### src/hw/rtl/derenc_pkg.sv
package derenc_pkg;

  localparam int unsigned LOW_TAG_MAX   = 30;
  localparam int unsigned SHORT_LEN_MAX = 127;
  localparam logic [7:0]  CONSTRUCTED_BIT = 8'h20;
  localparam logic [7:0]  HIGH_TAG_MARK   = 8'h1F;
  localparam logic [7:0]  LONG_LEN_MARK   = 8'h80;
  localparam logic [7:0]  CONT_BIT        = 8'h80;
  localparam int unsigned OCTET_BITS      = 8;

  typedef logic [2:0] octet_idx_t;

  typedef struct packed {
    logic [1:0]  tag_class;
    logic        constructed;
    logic [31:0] tag_number;
    logic [31:0] contents_length;
  } item_t;

  typedef struct packed {
    logic [7:0]  out_byte;
    logic        last;
    logic [32:0] total_length;
  } result_t;

  typedef struct packed {
    logic [7:0]  id_octet;
    logic        high_tag;
    logic [31:0] tag_number;
    octet_idx_t  tag_top;
    logic        long_len;
    logic [7:0]  len_octet;
    octet_idx_t  len_top;
    logic [31:0] contents_length;
    logic [32:0] total_length;
  } entry_t;

  typedef struct packed {
    logic full;
    logic empty;
  } queue_stat_t;

  typedef enum logic [2:0] {
    PH_IDLE,
    PH_ID,
    PH_TAG,
    PH_LEN,
    PH_LEN_BYTES
  } phase_t;

endpackage

### src/hw/rtl/derenc_front.sv
module derenc_front
  import derenc_pkg::*;
(
  input  logic        start,
  input  item_t       item,
  input  queue_stat_t stat,
  output logic        busy,
  output logic        push,
  output entry_t      entry
);

  logic [7:0] first;
  logic [3:0] hdr_len;

  assign busy = stat.full;
  assign push = start && !stat.full;

  always_comb begin
    first = {item.tag_class, 6'b0} | (item.constructed ? CONSTRUCTED_BIT : 8'h00);

    entry                 = '0;
    entry.tag_number      = item.tag_number;
    entry.contents_length = item.contents_length;
    entry.high_tag        = item.tag_number > 32'(LOW_TAG_MAX);
    entry.long_len        = item.contents_length > 32'(SHORT_LEN_MAX);

    if (entry.high_tag) begin
      entry.id_octet = first | HIGH_TAG_MARK;
    end else begin
      entry.id_octet = first | {3'b0, item.tag_number[4:0]};
    end

    if (item.tag_number[31:28] != '0) begin
      entry.tag_top = 3'd4;
    end else if (item.tag_number[31:21] != '0) begin
      entry.tag_top = 3'd3;
    end else if (item.tag_number[31:14] != '0) begin
      entry.tag_top = 3'd2;
    end else if (item.tag_number[31:7] != '0) begin
      entry.tag_top = 3'd1;
    end else begin
      entry.tag_top = 3'd0;
    end

    if (item.contents_length[31:24] != '0) begin
      entry.len_top = 3'd3;
    end else if (item.contents_length[31:16] != '0) begin
      entry.len_top = 3'd2;
    end else if (item.contents_length[31:8] != '0) begin
      entry.len_top = 3'd1;
    end else begin
      entry.len_top = 3'd0;
    end

    if (entry.long_len) begin
      entry.len_octet = LONG_LEN_MARK | {5'b0, entry.len_top + 3'd1};
    end else begin
      entry.len_octet = item.contents_length[7:0];
    end

    hdr_len = 4'd2
            + (entry.high_tag ? {1'b0, entry.tag_top} + 4'd1 : 4'd0)
            + (entry.long_len ? {1'b0, entry.len_top} + 4'd1 : 4'd0);
    entry.total_length = {29'b0, hdr_len} + {1'b0, item.contents_length};
  end

endmodule

### src/hw/rtl/derenc_queue.sv
module derenc_queue
  import derenc_pkg::*;
#(
  parameter int DEPTH = 2
) (
  input  logic        clk,
  input  logic        rst,
  input  logic        push,
  input  entry_t      wdata,
  input  logic        pop,
  output entry_t      rdata,
  output queue_stat_t stat
);

  localparam int PTR_W = (DEPTH > 1) ? $clog2(DEPTH) : 1;
  localparam int CNT_W = $clog2(DEPTH + 1);

  entry_t           slots [DEPTH];
  logic [PTR_W-1:0] wr_ptr;
  logic [PTR_W-1:0] rd_ptr;
  logic [CNT_W-1:0] count;

  assign stat.full  = count == CNT_W'(DEPTH);
  assign stat.empty = count == '0;
  assign rdata      = slots[rd_ptr];

  always_ff @(posedge clk) begin
    if (push) begin
      slots[wr_ptr] <= wdata;
    end
  end

  always_ff @(posedge clk) begin
    if (rst) begin
      wr_ptr <= '0;
      rd_ptr <= '0;
      count  <= '0;
    end else begin
      if (push) begin
        wr_ptr <= (wr_ptr == PTR_W'(DEPTH - 1)) ? '0 : wr_ptr + 1'b1;
      end
      if (pop) begin
        rd_ptr <= (rd_ptr == PTR_W'(DEPTH - 1)) ? '0 : rd_ptr + 1'b1;
      end
      case ({push, pop})
        2'b10:   count <= count + 1'b1;
        2'b01:   count <= count - 1'b1;
        default: count <= count;
      endcase
    end
  end

endmodule

### src/hw/rtl/derenc_back.sv
module derenc_back
  import derenc_pkg::*;
(
  input  logic        clk,
  input  logic        rst,
  input  entry_t      entry,
  input  queue_stat_t stat,
  output logic        pop,
  output logic        strobe,
  output result_t     result
);

  phase_t     state;
  phase_t     state_next;
  octet_idx_t idx;
  octet_idx_t idx_next;
  entry_t     cur;
  logic       last_now;
  logic [7:0] tag_group;
  logic [7:0] len_byte;

  always_comb begin
    case (idx)
      3'd0:    tag_group = {1'b0, cur.tag_number[6:0]};
      3'd1:    tag_group = {1'b0, cur.tag_number[13:7]};
      3'd2:    tag_group = {1'b0, cur.tag_number[20:14]};
      3'd3:    tag_group = {1'b0, cur.tag_number[27:21]};
      3'd4:    tag_group = {4'b0, cur.tag_number[31:28]};
      default: tag_group = '0;
    endcase
    if (idx != '0) begin
      tag_group = tag_group | CONT_BIT;
    end
    case (idx)
      3'd0:    len_byte = cur.contents_length[7:0];
      3'd1:    len_byte = cur.contents_length[15:8];
      3'd2:    len_byte = cur.contents_length[23:16];
      3'd3:    len_byte = cur.contents_length[31:24];
      default: len_byte = '0;
    endcase
  end

  // outputs
  always_comb begin
    result   = '0;
    last_now = 1'b0;
    strobe   = state != PH_IDLE;
    case (state)
      PH_ID:        result.out_byte = cur.id_octet;
      PH_TAG:       result.out_byte = tag_group;
      PH_LEN: begin
        result.out_byte = cur.len_octet;
        last_now        = !cur.long_len;
      end
      PH_LEN_BYTES: begin
        result.out_byte = len_byte;
        last_now        = idx == '0;
      end
      default:      result.out_byte = '0;
    endcase
    result.last = last_now;
    if (last_now) begin
      result.total_length = cur.total_length;
    end
    pop = (state == PH_IDLE || last_now) && !stat.empty;
  end

  // next state
  always_comb begin
    state_next = state;
    idx_next   = idx;
    if (pop) begin
      state_next = PH_ID;
    end else if (last_now) begin
      state_next = PH_IDLE;
    end else begin
      case (state)
        PH_ID: begin
          if (cur.high_tag) begin
            state_next = PH_TAG;
            idx_next   = cur.tag_top;
          end else begin
            state_next = PH_LEN;
          end
        end
        PH_TAG: begin
          if (idx == '0) begin
            state_next = PH_LEN;
          end else begin
            idx_next = idx - 1'b1;
          end
        end
        PH_LEN: begin
          state_next = PH_LEN_BYTES;
          idx_next   = cur.len_top;
        end
        PH_LEN_BYTES: idx_next = idx - 1'b1;
        default:      state_next = PH_IDLE;
      endcase
    end
  end

  always_ff @(posedge clk) begin
    if (pop) begin
      cur <= entry;
    end
  end

  always_ff @(posedge clk) begin
    if (rst) begin
      state <= PH_IDLE;
      idx   <= '0;
    end else begin
      state <= state_next;
      idx   <= idx_next;
    end
  end

endmodule

### src/hw/rtl/der_tag_length_header_encoder.sv
// Path: with the serializer idle, an accepted transaction is written into the queue, then popped into
// the serializer's entry and state registers, which put its first octet on the result port.
// Throughput: 2 to 11 octets per transaction, one per cycle, set by the serializer;
// queued transactions follow each other with no gap.
// busy rises when the QUEUE_DEPTH-entry queue between classifier and serializer is full.
// Reset (synchronous, active high) empties the queue and idles the serializer.
// The receiver cannot stall: each octet is on the result port for exactly one cycle.
module der_tag_length_header_encoder
  import derenc_pkg::*;
#(
  parameter int QUEUE_DEPTH = 2
) (
  input  logic    clk,
  input  logic    rst,
  input  logic    start,
  output logic    busy,
  input  item_t   item,
  output logic    strobe,
  output result_t result
);

  queue_stat_t stat;
  entry_t      wdata;
  entry_t      rdata;
  logic        push;
  logic        pop;

  derenc_front u_front (
    .start (start),
    .item  (item),
    .stat  (stat),
    .busy  (busy),
    .push  (push),
    .entry (wdata)
  );

  derenc_queue #(
    .DEPTH (QUEUE_DEPTH)
  ) u_queue (
    .clk   (clk),
    .rst   (rst),
    .push  (push),
    .wdata (wdata),
    .pop   (pop),
    .rdata (rdata),
    .stat  (stat)
  );

  derenc_back u_back (
    .clk    (clk),
    .rst    (rst),
    .entry  (rdata),
    .stat   (stat),
    .pop    (pop),
    .strobe (strobe),
    .result (result)
  );

endmodule

### config.mk
export PLATFORM = sky130hd
export DESIGN_NAME = der_tag_length_header_encoder
export DESIGN_NICKNAME = d
export VERILOG_FILES = /design/src/hw/rtl/derenc_pkg.sv /design/src/hw/rtl/derenc_front.sv /design/src/hw/rtl/derenc_queue.sv /design/src/hw/rtl/derenc_back.sv /design/src/hw/rtl/der_tag_length_header_encoder.sv
export SDC_FILE = /design/constraint.sdc
export NUM_CORES = 1
export LEC_CHECK = 0
export BUFFER_PORTS_ARGS = -buffer_cell sky130_fd_sc_hd__clkbuf_2
export CORE_MARGIN = 3
export CORE_UTILIZATION = 50
export CTS_CLUSTER_SIZE = 30
export DETAILED_ROUTE_END_ITERATION = 10
export HOLD_SLACK_MARGIN = 0.1
export PLACE_DENSITY = 0.72
export SETUP_SLACK_MARGIN = 0.05
export SLEW_MARGIN = 20
export SYNTH_ARGS = -nofsm -noshare
export SYNTH_HDL_FRONTEND = slang
export SYNTH_SLANG_ARGS = --single-unit
### constraint.sdc
create_clock -name clk -period 6.8 [get_ports clk]
set_clock_uncertainty 0.05 [all_clocks]
set_input_delay 1.36 -clock clk [delete_from_list [all_inputs] [get_ports clk]]
set_output_delay 1.36 -clock clk [all_outputs]
set_load 0.01 [all_outputs]
* After elaboration in Yosys (flattened, before gate mapping) *
Memories as Yosys holds them, arrays and structs flattened. A register that Yosys moved wholly into a read port is not among the register bits.
Index checks and enable logic that the tools add are counted.

storage, ports and cells
  register bits = 10
  latch bits = 0
  bits in writable memories = 242
  bits in read-only memories = 0
  output and inout bits = 44
  memories = 1

memory list
  memory         words  width  read ports  clocked after memory_dff  wr ports  RTL line            RTL
  u_queue.slots  2      121    1           1                         1         derenc_queue.sv:18  entry_t slots [DEPTH];

cells by class
  add/sub/neg operators = 11
  multiply operators = 0
  divide/modulo/power cells = 0
  magnitude comparators = 2
  eq/ne operators = 16
  shift-type cells = 0
  mux-type cells = 31
  bitwise gates (word level) = 5
  reduce and logical (&&, ||, !) cells = 24

operator list
  cell                                                                    count
  8-bit one-hot mux with 4 select lines                                   2
  7-bit one-hot mux with 5 select lines                                   1
  4-bit by 32-bit adder with 33-bit output                                1
  33-bit two-way mux                                                      1
  32-bit by 5-bit > comparator with 1-bit output (second input constant)  1
  32-bit by 7-bit > comparator with 1-bit output (second input constant)  1
  25-bit nonzero test                                                     1
  3-bit two-way mux                                                       8
  8-bit two-way mux                                                       3
  3-bit one-hot mux with 4 select lines                                   2
  24-bit nonzero test                                                     1
  18-bit nonzero test                                                     1
  16-bit nonzero test                                                     1
  3-bit by 2-bit equality test with 1-bit output (second input constant)  4
  11-bit nonzero test                                                     1
  1-bit two-way mux                                                       9
  3-bit by 1-bit adder with 4-bit output (second input constant)          2
  4-bit two-way mux                                                       2
  8-bit by 5-bit bitwise OR with 8-bit output                             1
  8-bit bitwise OR                                                        1
  4-bit nonzero test                                                      2
  8-bit nonzero test                                                      1
  3-bit by 1-bit equality test with 1-bit output (second input constant)  2
  3-bit equality test (second input constant)                             2
  27 further kinds                                                        38

* Depth between registers and ports, before layout *
  depth in word-level cells = 10
  mapped depth = 16
  depth with buffers taken out = 15

* Modules after synthesis *
Synthesis repeated with hierarchy kept, for this count alone.

unflattened totals
  cell total of the unflattened synthesis = 944
  area, all modules = 15,685.0 um^2

by module, submodules not included
  module        instances  cells an instance  area each (um^2)  sequential area each (um^2)
  derenc_queue  1          398                8,922.3           7,367.1
  derenc_back   1          304                5,001.0           3,753.6
  derenc_front  1          242                1,761.7           0.0

* Least setup slack after synthesis *
No wires, ideal clock.

  kind = input-to-reg
  start point = input start
  end point = memory u_queue.slots[0][0] (netlist bit) (enable)
  library setup time = 0.600 ns
  arrival time = 6.440 ns
  data required time = 6.150 ns
  path slack = -0.290 ns
  cell stages on the path = 2
  path buffers = 0
  cell sequence = nand2_1 -> nor2_1

on the way
  longest elaborated chain between the ends = 3

ends and longest elaborated chain
  what                                     RTL line                             RTL
  start, declared                          der_tag_length_header_encoder.sv:15  input logic start,
  1-bit logical AND                        derenc_front.sv:16                   assign push = start && !stat.full;
  1-bit two-way mux                        derenc_queue.sv:28                   if (push) begin
  1-bit two-way mux (not written as such)  derenc_queue.sv:29                   slots[wr_ptr] <= wdata;
  end, declared                            derenc_queue.sv:18

Every way passes these cells.

==> results.yml <==
run_status:
  outcome: "finished clean"
yosys:
  async_flop_share_pct: 0
  netlist_area_um2: 14900
  synth-seq-area-share_pct: 73.9
  synth-seq-cells: 370
  avgSynthCellArea_um2: 17.2
  synthesis.nets: 951
  synth_edf_count: 360
  yosysUniqueCellTypes: 55
  synth_cells: 865
  ys_warn_count: 0
  synth_ff_type: "edfxtp_1"
route:
  drc: 0
  wl_per_cell_um: 20.5
  viasPerCell: 5.60
  drt-initial-drc-count: 588
  routed_wl_mm: 28.8
  vias: 7862
  dr.pass1.iters: 5
  detail-route-antenna-nets: 0
setup_path:
  critPathKind: "in -> reg"
  reg2reg_slack_ns: 2.37
  cp-start-kind: "input port"
  required_ns: 7.01
  reg2reg_depth: 7
  crit_arrival_ns: 5.12
  worstSetupEndpointType: "flop"
  crit_path_max_fanout: 14
final_layout:
  fillers: 2209
  design_area_um2: 17100
  antenna-diode-count: 0
  nets: 1077
  final_common_cell: "edfxtp_1"
  drive_gt1_share_pct: 30.0
  synthToLayoutAreaGrowth_pct: 14.7
  final_cell_mix: "edfxtp_1 (360), mux2_2 (121), clkbuf_2 (113), and2_1 (42), clkbuf_16 (39)"
grt:
  first_global_vias: 7846
  grt_overflow_total: 0
  grt_antenna_before_repair: 0
  grt_pass1_wl_mm: 44.3
  grt_max_degree: 74
  track_usage_pct: 18.1
job:
  cap_violations: 0
die:
  die_x_um: 179
  coreArea_um2: 29000
  fp-row-count: 62
  io_pins: 114
  start_util_pct: 51.3
  die_h_um: 179
  die_area_um2: 31900
timing:
  worst_pin_slew_ns: 1.03
  final_max_slew_viol_count: 0
  worst_slew_margin_rel_pct: 31.3
  min_period_over_period_pct: 72.1
  hold_viol: 0
  grt_setup_unrepaired: "false"
  setup_viol: 0
  fmax_mhz: 204
  fin_tns_setup_ns: 0
  period_minus_slack_ns: 4.90
clock_tree:
  max-clock-path-buffers: 3
  clk_root_buffer_cell: "clkbuf_16"
  postCtsSetupBuffers: 0
  clk_latency_ns: 0.52
  ctsHoldBuffers: 0
  htree_levels: 2
  ctsResizeCount: 0
  tritoncts: "done"
  clock_sinks: 370
  cts_inserted_buffers: 38
  clk_pin_slew_ns: 0.06
power:
  max-vdd-ir-drop_v: 0.000257
  p_per_area_nw_per_um2: 408
  power.leakage_nw: 5.77
place:
  gp_congestion: 0.806
  numPortBuffers: 113
  postPlaceCellArea_um2: 15900
  dp_hpwl_mm: 18.3
hold_path:
  min-delay-path-class: "reg -> reg"
  hold_depth: 2
## flip-flops by register name, indices dropped and copies added, names as in the netlist
signal	flops
u_back.cur	120
u_back.idx	3
u_back.state	3
u_queue.count	2
u_queue.rd_ptr	1
u_queue.slots	240
u_queue.wr_ptr	1
## cells by family (layout without fill, tap and decap cells)
kind of cell / Yosys count / count (layout) / synth area share [%]
flops: 370 / 370 / 73.9
simple gates: 166 / 166 / 6.50
mux: 130 / 130 / 9.76
compound gates: 87 / 87 / 4.55
buf+inv: 60 / 214 / 1.72
xor+xnor: 36 / 36 / 2.12
fa+ha+maj: 16 / 16 / 1.44
## stage by stage
step / worst slack (ns) / total power [W] / utilization [%] / hold WS [ns] / cells
final: 1.90 / 0.00698 / 58.9 / 0.468 / 1403
after global routing: 1.54 / 0.00728 / 58.9 / 0.486 / 1403
after CTS: 1.90 / 0.00705 / 58.9 / 0.474 / 1403
after detailed placement: 1.33 / 0.00503 / 54.7 / 0.463 / 1335
after global placement: 1.53 / 0.00500 / 54.7 / 0.448 / 1335
after floorplan: 1.73 / 0.00453 / - / 0.435 / 865
## critical path: stages
cell and delay [ns]:
clkbuf_2 0.10, nor4_1 0.66, and3_1 0.34, inv_1 0.11
a2111oi_4 0.42, a21oi_1 0.13, ha_1 0.25, ha_1 0.17
inv_1 0.06, fa_1 0.40, inv_1 0.06, ha_1 0.20
o21ai_0 0.10, o21bai_1 0.13, buf_4 0.25, nand4_1 0.15
xnor2_1 0.19
## routing by layer
layer  global-route usage [%]  vias up  routed length, um
met3                     3.13       42               1510
li1                         -     3645                  -
met2                     29.6      227              14000
met1                     25.1     3948              12700
met4                     5.00        0                571
met5                        0        -                  0
## power by group
group	switching, W	internal [W]	leakage (nW)
Sequential	0.000238	0.00326	3.35
Combinational	0.000895	0.000574	1.83
Clock	0.000821	0.00119	0.587
## area by class of cell
cell class / count / area (um^2) / share of cell area, %
clock buffers: 51 / 1040 / 6.09
clock inverters: 17 / 175 / 1.02
inverters: 21 / 78.8 / 0.461
multi-input cells: 435 / 3650 / 21.3
flip-flops and latches: 370 / 11000 / 64.4
well taps: 384 / 480 / 2.81
repair buffers: 125 / 656 / 3.84
## final timing paths
| check | startpoint | endpoint |
|---|---|---|
| worst max-delay path | item[63] | u_queue.slots[0][25]$_DFFE_PP_ |
| worst min register to register | u_queue.count[1]$_SDFFE_PP0P_ | u_queue.count[1]$_SDFFE_PP0P_ |
| worst max register to register | u_back.idx[0]$_SDFFE_PP0P_ | u_back.cur[99]$_DFFE_PP_ |
| worst min-delay path | u_queue.count[1]$_SDFFE_PP0P_ | u_queue.count[1]$_SDFFE_PP0P_ |
## synth_stat cells, types with 3 or more instances
library cell,count,share of area [%]
a211oi_1,3,0.15
a21oi_1,15,0.50
a221oi_1,11,0.65
a22o_1,13,0.76
a22oi_1,8,0.40
and2_1,42,1.8
and3_1,14,0.59
and4_1,4,0.24
buf_1,4,0.10
buf_2,11,0.37
clkbuf_1,19,0.48
dfxtp_1,10,1.3
edfxtp_1,360,73
ha_1,14,1.2
inv_1,21,0.53
mux2_2,121,9.1
mux2i_1,8,0.54
nand2_1,13,0.33
nand2b_1,11,0.46
nand3_1,9,0.30
nand4_1,21,0.88
nor2_1,17,0.43
nor2b_1,3,0.13
nor3_1,12,0.40
nor4_1,10,0.42
o211ai_1,4,0.20
o21a_1,3,0.15
o21ai_0,9,0.30
o221ai_1,4,0.24
o22a_1,3,0.18
xnor2_1,31,1.8
xor2_1,5,0.29
(Power assumes the default switching activity.)
